**src/assert_macros.svh**
```systemverilog
// Assertion macros shared by the RTL. Each expects clk and rst_n in scope.
`ifndef ASSERT_MACROS_SVH
`define ASSERT_MACROS_SVH

// The condition must hold at every clock edge outside reset.
`define ASSERT_ALWAYS(label, cond, msg) \
  label: assert property (@(posedge clk) disable iff (!rst_n) (cond)) \
    else $error(msg);

// When the trigger holds, the consequence must hold in the next cycle.
`define ASSERT_NEXT(label, trig, cons, msg) \
  label: assert property (@(posedge clk) disable iff (!rst_n) (trig) |=> (cons)) \
    else $error(msg);

`endif

```
**src/shs_pkg.sv**
```systemverilog
package shs_pkg;

  // Sequencer states.
  typedef enum logic [2:0] {
    ST_IDLE,
    ST_PAD,
    ST_LOAD,
    ST_ROUND,
    ST_FINAL,
    ST_EMIT
  } state_t;

  // Working variables a..h of the compression.
  typedef struct packed {
    logic [31:0] a;
    logic [31:0] b;
    logic [31:0] c;
    logic [31:0] d;
    logic [31:0] e;
    logic [31:0] f;
    logic [31:0] g;
    logic [31:0] h;
  } vars_t;

  localparam int unsigned BlockBits = 512;
  localparam logic [7:0]  PadMark   = 8'h80;
  localparam logic [5:0]  LenFill   = 6'd56;
  localparam logic [5:0]  LastFill  = 6'd63;
  localparam logic [5:0]  LastRound = 6'd63;
  localparam logic [2:0]  LastWord  = 3'd7;
  localparam logic [63:0] BitsPerByte = 64'd8;

  localparam logic [31:0] InitHash [8] = '{
    32'h6a09e667, 32'hbb67ae85, 32'h3c6ef372, 32'ha54ff53a,
    32'h510e527f, 32'h9b05688c, 32'h1f83d9ab, 32'h5be0cd19
  };

  localparam logic [31:0] RoundK [64] = '{
    32'h428a2f98, 32'h71374491, 32'hb5c0fbcf, 32'he9b5dba5,
    32'h3956c25b, 32'h59f111f1, 32'h923f82a4, 32'hab1c5ed5,
    32'hd807aa98, 32'h12835b01, 32'h243185be, 32'h550c7dc3,
    32'h72be5d74, 32'h80deb1fe, 32'h9bdc06a7, 32'hc19bf174,
    32'he49b69c1, 32'hefbe4786, 32'h0fc19dc6, 32'h240ca1cc,
    32'h2de92c6f, 32'h4a7484aa, 32'h5cb0a9dc, 32'h76f988da,
    32'h983e5152, 32'ha831c66d, 32'hb00327c8, 32'hbf597fc7,
    32'hc6e00bf3, 32'hd5a79147, 32'h06ca6351, 32'h14292967,
    32'h27b70a85, 32'h2e1b2138, 32'h4d2c6dfc, 32'h53380d13,
    32'h650a7354, 32'h766a0abb, 32'h81c2c92e, 32'h92722c85,
    32'ha2bfe8a1, 32'ha81a664b, 32'hc24b8b70, 32'hc76c51a3,
    32'hd192e819, 32'hd6990624, 32'hf40e3585, 32'h106aa070,
    32'h19a4c116, 32'h1e376c08, 32'h2748774c, 32'h34b0bcb5,
    32'h391c0cb3, 32'h4ed8aa4a, 32'h5b9cca4f, 32'h682e6ff3,
    32'h748f82ee, 32'h78a5636f, 32'h84c87814, 32'h8cc70208,
    32'h90befffa, 32'ha4506ceb, 32'hbef9a3f7, 32'hc67178f2
  };

  function automatic logic [31:0] rotr(input logic [31:0] x, input int unsigned n);
    rotr = (x >> n) | (x << (32 - n));
  endfunction

  function automatic logic [31:0] big_sigma0(input logic [31:0] x);
    big_sigma0 = rotr(x, 2) ^ rotr(x, 13) ^ rotr(x, 22);
  endfunction

  function automatic logic [31:0] big_sigma1(input logic [31:0] x);
    big_sigma1 = rotr(x, 6) ^ rotr(x, 11) ^ rotr(x, 25);
  endfunction

  function automatic logic [31:0] small_sigma0(input logic [31:0] x);
    small_sigma0 = rotr(x, 7) ^ rotr(x, 18) ^ (x >> 3);
  endfunction

  function automatic logic [31:0] small_sigma1(input logic [31:0] x);
    small_sigma1 = rotr(x, 17) ^ rotr(x, 19) ^ (x >> 10);
  endfunction

endpackage

```
**src/shs_if.sv**
```systemverilog
// Input channel: one message byte, an end mark, or both per item.
interface shs_in_if;
  logic       valid;
  logic       ready;
  logic [7:0] data_byte;
  logic       has_byte;
  logic       end_of_message;

  modport source (output valid, data_byte, has_byte, end_of_message, input ready);
  modport sink   (input valid, data_byte, has_byte, end_of_message, output ready);
endinterface

// Result channel: one digest word per item.
interface shs_out_if;
  logic        valid;
  logic        ready;
  logic [31:0] digest_word;
  logic [2:0]  word_index;
  logic        last_word;

  modport source (output valid, digest_word, word_index, last_word, input ready);
  modport sink   (input valid, digest_word, word_index, last_word, output ready);
endinterface

```
**src/sha256_stream_hasher.sv**
```systemverilog
// Streaming SHA-256. Message bytes are taken one per cycle while the 64-byte
// block fills; the item that completes a block starts a compression of a load
// step, the rounds (one shared round unit) and a final step that adds the
// result into the hash, during which no item is taken. On the end item the
// sequencer appends the padding itself at one byte per cycle (9 to 72 bytes,
// with one further compression when the length does not fit), then presents
// the eight digest words, h0 first, one per cycle as the sink takes them, and
// returns to the initial hash for the next message. The block buffer doubles
// as the rolling message schedule and needs no clearing after reset.
`include "assert_macros.svh"

module sha256_stream_hasher (
  input  logic            clk,
  input  logic            rst_n,
  shs_in_if.sink          in_chan,
  shs_out_if.source       out_chan
);

  shs_pkg::state_t state_r, state_nxt;

  logic [5:0]   fill_r, fill_nxt;
  logic [63:0]  count_r, count_nxt;
  logic         pad_r, pad_nxt;
  logic         mark_r, mark_nxt;
  logic         lenph_r, lenph_nxt;
  logic [2:0]   lidx_r, lidx_nxt;
  logic         done_r, done_nxt;
  logic [5:0]   round_r, round_nxt;
  logic [2:0]   oidx_r, oidx_nxt;
  logic [shs_pkg::BlockBits-1:0] blk_r, blk_nxt;
  shs_pkg::vars_t vars_r, vars_nxt;
  logic [31:0]  wk_r, wk_nxt;
  logic [31:0]  hash_r [8];
  logic [31:0]  hash_nxt [8];

  logic         push;
  logic [7:0]   push_byte;
  logic         is_len;
  logic [7:0]   len_byte;
  logic [7:0]   pad_byte;
  logic [5:0]   sched_j;
  logic         sched_step;
  shs_pkg::vars_t round_out;
  logic [31:0]  wnew;

  // Shared round and schedule unit.
  shs_round u_round (
    .cur    (vars_r),
    .wk     (wk_r),
    .w0     (blk_r[511:480]),
    .w1     (blk_r[479:448]),
    .w9     (blk_r[223:192]),
    .w14    (blk_r[63:32]),
    .expand (sched_j[5:4] != 2'b00),
    .nxt    (round_out),
    .wnew   (wnew)
  );

  // Padding byte: the mark, zeros up to byte 56, then the big-endian length.
  always_comb begin
    is_len   = mark_r && (lenph_r || (fill_r == shs_pkg::LenFill));
    len_byte = 8'(count_r >> {3'd7 - lidx_r, 3'b000});
    if (!mark_r) begin
      pad_byte = shs_pkg::PadMark;
    end else if (is_len) begin
      pad_byte = len_byte;
    end else begin
      pad_byte = 8'h00;
    end
  end

  // Sequencer: next state, handshakes and the control registers.
  always_comb begin
    state_nxt  = state_r;
    fill_nxt   = fill_r;
    count_nxt  = count_r;
    pad_nxt    = pad_r;
    mark_nxt   = mark_r;
    lenph_nxt  = lenph_r;
    lidx_nxt   = lidx_r;
    done_nxt   = done_r;
    round_nxt  = round_r;
    oidx_nxt   = oidx_r;
    vars_nxt   = vars_r;
    hash_nxt   = hash_r;
    push       = 1'b0;
    push_byte  = in_chan.data_byte;
    sched_j    = 6'd0;
    sched_step = 1'b0;
    in_chan.ready  = 1'b0;
    out_chan.valid = 1'b0;

    case (state_r)
      shs_pkg::ST_IDLE: begin
        in_chan.ready = 1'b1;
        if (in_chan.valid) begin
          if (in_chan.has_byte) begin
            push      = 1'b1;
            count_nxt = count_r + shs_pkg::BitsPerByte;
          end
          if (in_chan.end_of_message) begin
            pad_nxt = 1'b1;
          end
          if (in_chan.has_byte && (fill_r == shs_pkg::LastFill)) begin
            state_nxt = shs_pkg::ST_LOAD;
          end else if (in_chan.end_of_message) begin
            state_nxt = shs_pkg::ST_PAD;
          end
        end
      end

      shs_pkg::ST_PAD: begin
        push      = 1'b1;
        push_byte = pad_byte;
        mark_nxt  = 1'b1;
        if (is_len) begin
          lenph_nxt = 1'b1;
          lidx_nxt  = lidx_r + 3'd1;
          if (lidx_r == shs_pkg::LastWord) begin
            done_nxt = 1'b1;
          end
        end
        if (fill_r == shs_pkg::LastFill) begin
          state_nxt = shs_pkg::ST_LOAD;
        end
      end

      shs_pkg::ST_LOAD: begin
        vars_nxt   = {hash_r[0], hash_r[1], hash_r[2], hash_r[3],
                      hash_r[4], hash_r[5], hash_r[6], hash_r[7]};
        sched_step = 1'b1;
        round_nxt  = 6'd0;
        state_nxt  = shs_pkg::ST_ROUND;
      end

      shs_pkg::ST_ROUND: begin
        vars_nxt  = round_out;
        sched_j   = round_r + 6'd1;
        round_nxt = round_r + 6'd1;
        if (round_r == shs_pkg::LastRound) begin
          state_nxt = shs_pkg::ST_FINAL;
        end else begin
          sched_step = 1'b1;
        end
      end

      shs_pkg::ST_FINAL: begin
        hash_nxt[0] = hash_r[0] + vars_r.a;
        hash_nxt[1] = hash_r[1] + vars_r.b;
        hash_nxt[2] = hash_r[2] + vars_r.c;
        hash_nxt[3] = hash_r[3] + vars_r.d;
        hash_nxt[4] = hash_r[4] + vars_r.e;
        hash_nxt[5] = hash_r[5] + vars_r.f;
        hash_nxt[6] = hash_r[6] + vars_r.g;
        hash_nxt[7] = hash_r[7] + vars_r.h;
        if (done_r) begin
          oidx_nxt  = 3'd0;
          state_nxt = shs_pkg::ST_EMIT;
        end else if (pad_r) begin
          state_nxt = shs_pkg::ST_PAD;
        end else begin
          state_nxt = shs_pkg::ST_IDLE;
        end
      end

      shs_pkg::ST_EMIT: begin
        out_chan.valid = 1'b1;
        if (out_chan.ready) begin
          oidx_nxt = oidx_r + 3'd1;
          if (oidx_r == shs_pkg::LastWord) begin
            hash_nxt  = shs_pkg::InitHash;
            count_nxt = 64'd0;
            pad_nxt   = 1'b0;
            mark_nxt  = 1'b0;
            lenph_nxt = 1'b0;
            lidx_nxt  = 3'd0;
            done_nxt  = 1'b0;
            state_nxt = shs_pkg::ST_IDLE;
          end
        end
      end

      default: begin
        state_nxt = shs_pkg::ST_IDLE;
      end
    endcase

    if (push) begin
      fill_nxt = fill_r + 6'd1;
    end
  end

  // Block buffer: bytes shift in at the bottom; during compression it
  // rolls one schedule word per cycle.
  always_comb begin
    blk_nxt = blk_r;
    wk_nxt  = wk_r;
    if (push) begin
      blk_nxt = {blk_r[shs_pkg::BlockBits-9:0], push_byte};
    end else if (sched_step) begin
      blk_nxt = {blk_r[shs_pkg::BlockBits-33:0], wnew};
      wk_nxt  = shs_pkg::RoundK[sched_j] + wnew;
    end
  end

  // Control state.
  always_ff @(posedge clk) begin
    if (!rst_n) begin
      state_r <= shs_pkg::ST_IDLE;
      fill_r  <= 6'd0;
      count_r <= 64'd0;
      pad_r   <= 1'b0;
      mark_r  <= 1'b0;
      lenph_r <= 1'b0;
      lidx_r  <= 3'd0;
      done_r  <= 1'b0;
      round_r <= 6'd0;
      oidx_r  <= 3'd0;
      hash_r  <= shs_pkg::InitHash;
    end else begin
      state_r <= state_nxt;
      fill_r  <= fill_nxt;
      count_r <= count_nxt;
      pad_r   <= pad_nxt;
      mark_r  <= mark_nxt;
      lenph_r <= lenph_nxt;
      lidx_r  <= lidx_nxt;
      done_r  <= done_nxt;
      round_r <= round_nxt;
      oidx_r  <= oidx_nxt;
      hash_r  <= hash_nxt;
    end
  end

  // Datapath registers.
  always_ff @(posedge clk) begin
    blk_r  <= blk_nxt;
    vars_r <= vars_nxt;
    wk_r   <= wk_nxt;
  end

  // Result item straight from the held hash words.
  assign out_chan.digest_word = hash_r[oidx_r];
  assign out_chan.word_index  = oidx_r;
  assign out_chan.last_word   = (oidx_r == shs_pkg::LastWord);

  // Checks on the sequencer.
  `ASSERT_ALWAYS(a_no_accept_while_emitting, !(out_chan.valid && in_chan.ready), "input taken during digest output")
  `ASSERT_NEXT(a_rounds_end_in_final, (state_r == shs_pkg::ST_ROUND) && (round_r == shs_pkg::LastRound), state_r == shs_pkg::ST_FINAL, "compression did not finish after the last round")
  `ASSERT_ALWAYS(a_emit_block_aligned, (state_r != shs_pkg::ST_EMIT) || (fill_r == 6'd0), "digest output with a partly filled block")
  `ASSERT_NEXT(a_restart_after_digest, out_chan.valid && out_chan.ready && out_chan.last_word, (count_r == 64'd0) && (hash_r[0] == shs_pkg::InitHash[0]) && !pad_r, "state not restored after the digest")

endmodule

```
**src/shs_round.sv**
```systemverilog
// One SHA-256 round and one message schedule word: the shared unit that the
// sequencer steps through sixty-four times per block.
module shs_round (
  input  shs_pkg::vars_t cur,
  input  logic [31:0]    wk,
  input  logic [31:0]    w0,
  input  logic [31:0]    w1,
  input  logic [31:0]    w9,
  input  logic [31:0]    w14,
  input  logic           expand,
  output shs_pkg::vars_t nxt,
  output logic [31:0]    wnew
);

  logic [31:0] t1;
  logic [31:0] t2;
  logic [31:0] ch;
  logic [31:0] maj;

  // Schedule word: the first sixteen come straight from the block.
  always_comb begin
    if (expand) begin
      wnew = shs_pkg::small_sigma1(w14) + w9 + shs_pkg::small_sigma0(w1) + w0;
    end else begin
      wnew = w0;
    end
  end

  // Compression round, with K and W already summed into wk.
  always_comb begin
    ch    = (cur.e & cur.f) ^ (~cur.e & cur.g);
    maj   = (cur.a & cur.b) ^ (cur.a & cur.c) ^ (cur.b & cur.c);
    t1    = cur.h + shs_pkg::big_sigma1(cur.e) + ch + wk;
    t2    = shs_pkg::big_sigma0(cur.a) + maj;
    nxt.a = t1 + t2;
    nxt.b = cur.a;
    nxt.c = cur.b;
    nxt.d = cur.c;
    nxt.e = cur.d + t1;
    nxt.f = cur.e;
    nxt.g = cur.f;
    nxt.h = cur.g;
  end

endmodule
```
**src/flat_wrapper.sv**
```systemverilog
// flat-port wrapper written by rule: the top's interface ports become plain ports
module sha256_stream_hasher_flat 
  (clk, rst_n, in_chan_valid, in_chan_data_byte, in_chan_has_byte, in_chan_end_of_message, in_chan_ready, out_chan_valid, out_chan_digest_word, out_chan_word_index, out_chan_last_word, out_chan_ready);
  shs_in_if in_chan_i ();
  shs_out_if out_chan_i ();
  input  logic clk;
  input  logic rst_n;
  input wire logic [$bits(in_chan_i.valid)-1:0] in_chan_valid;
  input wire logic [$bits(in_chan_i.data_byte)-1:0] in_chan_data_byte;
  input wire logic [$bits(in_chan_i.has_byte)-1:0] in_chan_has_byte;
  input wire logic [$bits(in_chan_i.end_of_message)-1:0] in_chan_end_of_message;
  output wire logic [$bits(in_chan_i.ready)-1:0] in_chan_ready;
  output wire logic [$bits(out_chan_i.valid)-1:0] out_chan_valid;
  output wire logic [$bits(out_chan_i.digest_word)-1:0] out_chan_digest_word;
  output wire logic [$bits(out_chan_i.word_index)-1:0] out_chan_word_index;
  output wire logic [$bits(out_chan_i.last_word)-1:0] out_chan_last_word;
  input wire logic [$bits(out_chan_i.ready)-1:0] out_chan_ready;
  assign in_chan_i.valid = in_chan_valid;
  assign in_chan_i.data_byte = in_chan_data_byte;
  assign in_chan_i.has_byte = in_chan_has_byte;
  assign in_chan_i.end_of_message = in_chan_end_of_message;
  assign in_chan_ready = in_chan_i.ready;
  assign out_chan_valid = out_chan_i.valid;
  assign out_chan_digest_word = out_chan_i.digest_word;
  assign out_chan_word_index = out_chan_i.word_index;
  assign out_chan_last_word = out_chan_i.last_word;
  assign out_chan_i.ready = out_chan_ready;
  sha256_stream_hasher u_core (.clk(clk), .rst_n(rst_n), .in_chan(in_chan_i), .out_chan(out_chan_i));
endmodule
```
**config.mk**
```make
export PLATFORM = sky130hd
export DESIGN_NAME = sha256_stream_hasher_flat
export DESIGN_NICKNAME = d
export VERILOG_FILES = /design/src/shs_pkg.sv /design/src/shs_if.sv /design/src/sha256_stream_hasher.sv /design/src/shs_round.sv /design/src/flat_wrapper.sv
export VERILOG_INCLUDE_DIRS = /design/src /design/src/src
export SDC_FILE = /design/constraint.sdc
export NUM_CORES = 2
export LEC_CHECK = 0
export BUFFER_PORTS_ARGS = -buffer_cell sky130_fd_sc_hd__clkbuf_2
export CORE_ASPECT_RATIO = 0.5
export CORE_MARGIN = 5
export CORE_UTILIZATION = 65
export DETAILED_ROUTE_END_ITERATION = 16
export PLACE_DENSITY_LB_ADDON = 0.05
export SYNTH_ARGS = -nofsm -noshare
export SYNTH_HDL_FRONTEND = slang
export SYNTH_HIERARCHICAL = 1
export SYNTH_SLANG_ARGS = --single-unit
export TNS_END_PERCENT = 50
```
**constraint.sdc**
```tcl
create_clock -name clk -period 20.6 [get_ports clk]
set_input_delay 4.12 -clock clk [delete_from_list [all_inputs] [get_ports clk]]
set_output_delay 4.12 -clock clk [all_outputs]
set_load 0.1 [all_outputs]
```
==> results.txt <==
----------------------------------------------------
[Place]
  Cell Count Post-Placement ... 10,100
  Placement Setup Slack ... 12.35 ns
  Routability congestion estimate ... 1.01
  Count of buffers inserted at the top-level ports ... 51
  HPWL after DPL ... 166 mm

[Global routing]
  Initial antenna violation count ... 4
  Number of global-route vias before repair ... 59,700
  Wire length of the first global-routing pass ... 354 mm
  Overall fraction of global-route tracks in use ... 35.3%
  Remaining global-route overflow ... 0
  Largest net degree at the start of global routing ... 262

[Critical path]
  Critical path class ... register to register
  Endpoint class of the critical path ... register
  Critical path's slowest cell ... sky130_fd_sc_hd__or4b_1
  Data arrival, critical path ... 8.54 ns
  Maximum net fanout on the critical path ... 6
  Worst endpoint required time ... 21.11 ns
  Buffering stage count on the worst path with inverters included ... 2
  Delay of the slowest critical-path stage ... 0.54 ns
  Element type at the critical path start ... register
  Cell family with the largest share of critical-path delay ... compound AO/OA/AOI/OAI gates

[CTS]
  H-tree levels ... 3
  Hold_buf cts ... 0
  Clock-pin transition on the worst setup and hold timing paths ... 0.07 ns
  Number of buffers created by CTS ... 105
  Post-cts repair resize count ... 0
  Sinks on Clock Net ... 1,142
  Number of buffers inserted by post-CTS setup repair ... 0
  Maximum clock insertion buffer count ... 3
  TritonCTS clock tree ... yes
  Root buf cell ... sky130_fd_sc_hd__clkbuf_16
  Clock insertion delay at the later pin of the skew report ... 0.76 ns

[Hold path]
  Hold crit path type ... register to register

[Power]
  Leakage ... 35.0 nW
  Total power consumption of the routed design ... 12.6 mW
  Power density relative to cell area ... 153 nW/um2
  Peak supply drop ... 0.152 mV

[STA]
  Final setup TNS ... 0 ns
  RSZ-0062 raised after global routing ... false
  Clock tree skew after final layout ... 0.0472 ns
  Slew at the pin closest to its max-slew limit ... 1.17 ns
  Final worst-path setup slack ... 12.57 ns
  Final clock period utilization by the worst path ... 39.0%
  Final hold violation count ... 0
  Relative slew slack ... 21.5%
  Number of endpoints failing setup at the final stage ... 0
  Final Max Tran Viols ... 0
  Max Freq ... 125 MHz
  Minimum period implied by the final worst setup slack ... 8.03 ns

[Die]
  Overall die width ... 503 um
  Full die area ... 129,000 um2
  Site Rows ... 90
  Die outline height ... 257 um
  Top-level I/O count ... 52
  Area inside the core boundary ... 121,000 um2
  Effective utilization at floorplan ... 65.5%

[Run status]
  Outcome ... completed

[Synthesis]
  Post-synth EDFFs ... 800
  Top flip-flop cell by instance count after synthesis ... sky130_fd_sc_hd__edfxtp_1
  Post-synthesis cell type with the largest combined area ... sky130_fd_sc_hd__edfxtp_1
  Fraction of registers with async set or reset after synthesis ... 0%
  Synthesized flop and latch total ... 1,142
  Yosys warns ... 6
  Post-synth top area share ... 30.4%
  Average footprint of a synthesized cell ... 8.77 um2
  Sequential fraction of the synthesis area ... 39.1%
  Number of unique standard cell types used by synthesis ... 109
  Mapped Cells ... 9,008
  Top cells by area in the synthesized netlist ... sky130_fd_sc_hd__edfxtp_1, sky130_fd_sc_hd__nand2_1, sky130_fd_sc_hd__dfxtp_1, sky130_fd_sc_hd__ha_1, sky130_fd_sc_hd__xnor2_1
  Syn Std Cell Area ... 79,000 um2
  Post-Synthesis Net Count ... 9,615

[Detailed routing]
  Total via count in the routed design ... 64,300
  Total routed wirelength ... 233 mm
  Drt first pass iters ... 9
  Post-DR wirelength/cell ... 22.5 um
  DRC marker count from the first detailed-route iteration ... 8,114
  Vias per cell ... 6.21
  Residual DRC ... 0
  Number of nets still failing antenna checks after routing ... 0

[Finish]
  Final non-filler cell total ... 10,300
  Net count reported at finish ... 9,253
  Final Core Density ... 68.6%
  Synth-to-layout area growth ... 4.73%
  Share of final-layout standard cells stronger than drive strength 1 ... 5.83%

[Job]
  Max-Cap Viols ... 0

----------------------------------------------------
logic make-up (layout without fill, tap and decap cells):
logic type,after synthesis,in the layout,synth area share (%)
AOI/OAI and AO/OA,1754,1754,14.3
buffers and inverters,1034,762,5.85
xor gates and xnor gates,647,647,7.19
DFF,1142,1142,39.1
adders and majority gates,597,597,11.0
muxes,167,167,3.41
and+or+nand+nor,3667,3667,19.2
other,0,3,0
layout by cell type, fill, tap and decap left out, types with 93 or more instances in the layout:
master and n:
sky130_fd_sc_hd__fa_1 166, sky130_fd_sc_hd__a21oi_1 459, sky130_fd_sc_hd__xnor2_1 393, sky130_fd_sc_hd__clkbuf_16 108, sky130_fd_sc_hd__a21o_1 233, sky130_fd_sc_hd__nand3_1 93
sky130_fd_sc_hd__o21ai_0 359, sky130_fd_sc_hd__nor2b_1 106, sky130_fd_sc_hd__edfxtp_1 800, sky130_fd_sc_hd__ha_1 427, sky130_fd_sc_hd__inv_1 441, sky130_fd_sc_hd__xor2_1 253
sky130_fd_sc_hd__dfxtp_1 339, sky130_fd_sc_hd__nand2_1 2725, sky130_fd_sc_hd__nor2_1 338
cells in the mapped netlist (all sizes together), types with 12 or more instances:
library cell and number:
a2111oi 12, a211oi 63, a21boi 36, a21o 233, a21oi 462, a221oi 15
a22oi 44, a311oi 14, a31oi 49, a32oi 15, and2 32, and3 58
and4 13, buf 239, clkbuf 350, dfxtp 342, edfxtp 800, fa 166
ha 427, inv 442, mux2 47, mux2i 43, mux4 77, nand2 2731
nand2b 65, nand3 94, nand4 38, nor2 344, nor2b 107, nor3 86
nor3b 12, o211ai 44, o21a 60, o21ai 416, o21bai 47, o22ai 75
o311ai 13, o31ai 27, o41ai 13, or2 18, or3 42, xnor2 393
xor2 253
worst min-delay path, delay by kind of cell, from the launching register on:
kind	cells	cell delay (ns)
flip-flops	1	0.33
AND/OR/NAND/NOR	1	0.06
AO/OA/AOI/OAI	1	0.05
power breakdown:
group          total (mW)  internal (mW)  switching, mW
clock                2.13           1.17          0.957
combinational        7.15           2.92           4.23
sequential           3.35           3.00          0.351
cell type report:
class / count / area [um2]
tap: 1610 / 2010
sequential: 1142 / 30900
antenna: 3 / 7.51
fill: 9823 / 37900
inverter: 445 / 1680
timing repair buffer: 120 / 817
multi-input combinational: 6832 / 43600
clock inverter: 61 / 763
clock buffer: 136 / 2960
metal layers:
layer | share of wire [%] | wire [um] | vias up | GRT usage, %
met5 | 0 | 0 | - | 0
met4 | 4.0 | 9310 | 0 | 12.3
met3 | 10 | 24000 | 446 | 6.14
met2 | 43 | 101000 | 3102 | 52.7
met1 | 43 | 99000 | 30700 | 52.0
li1 | - | - | 30000 | -
sequential cells by signal, indices dropped and copies added (netlist names):
signal,count
u_core/out_chan.word_index,3
u_core/state_r,3
u_core/pad_r,1
u_core/lenph_r,1
u_core/vars_r,256
u_core/wk_r,32
u_core/fill_r,6
u_core/lidx_r,3
u_core/count_r,61
u_core/done_r,1
u_core/hash_r,256
u_core/round_r,6
u_core/blk_r,512
u_core/mark_r,1
final timing paths:
kind                                   startpoint                               to  slack (ns)  cells after the start
setup / recovery     u_core/vars_r[103]$_DFFE_PP_     u_core/vars_r[255]$_DFFE_PP_       12.57                     29
hold / removal    u_core/hash_r[255]$_SDFFE_PN0P_  u_core/hash_r[255]$_SDFFE_PN0P_        0.48                      2
hold reg to reg   u_core/hash_r[255]$_SDFFE_PN0P_  u_core/hash_r[255]$_SDFFE_PN0P_        0.48                      2
setup reg to reg     u_core/vars_r[103]$_DFFE_PP_     u_core/vars_r[255]$_DFFE_PP_       12.57                     29
through the flow:
stage	instance area, um2	hold WS, ns
after global placement	79000	0.452
final	82700	0.485
after floorplan	79000	0.432
after detailed placement	79000	0.470
after CTS	82700	0.483
after global routing	82700	0.503
(Power assumes the default switching activity.)
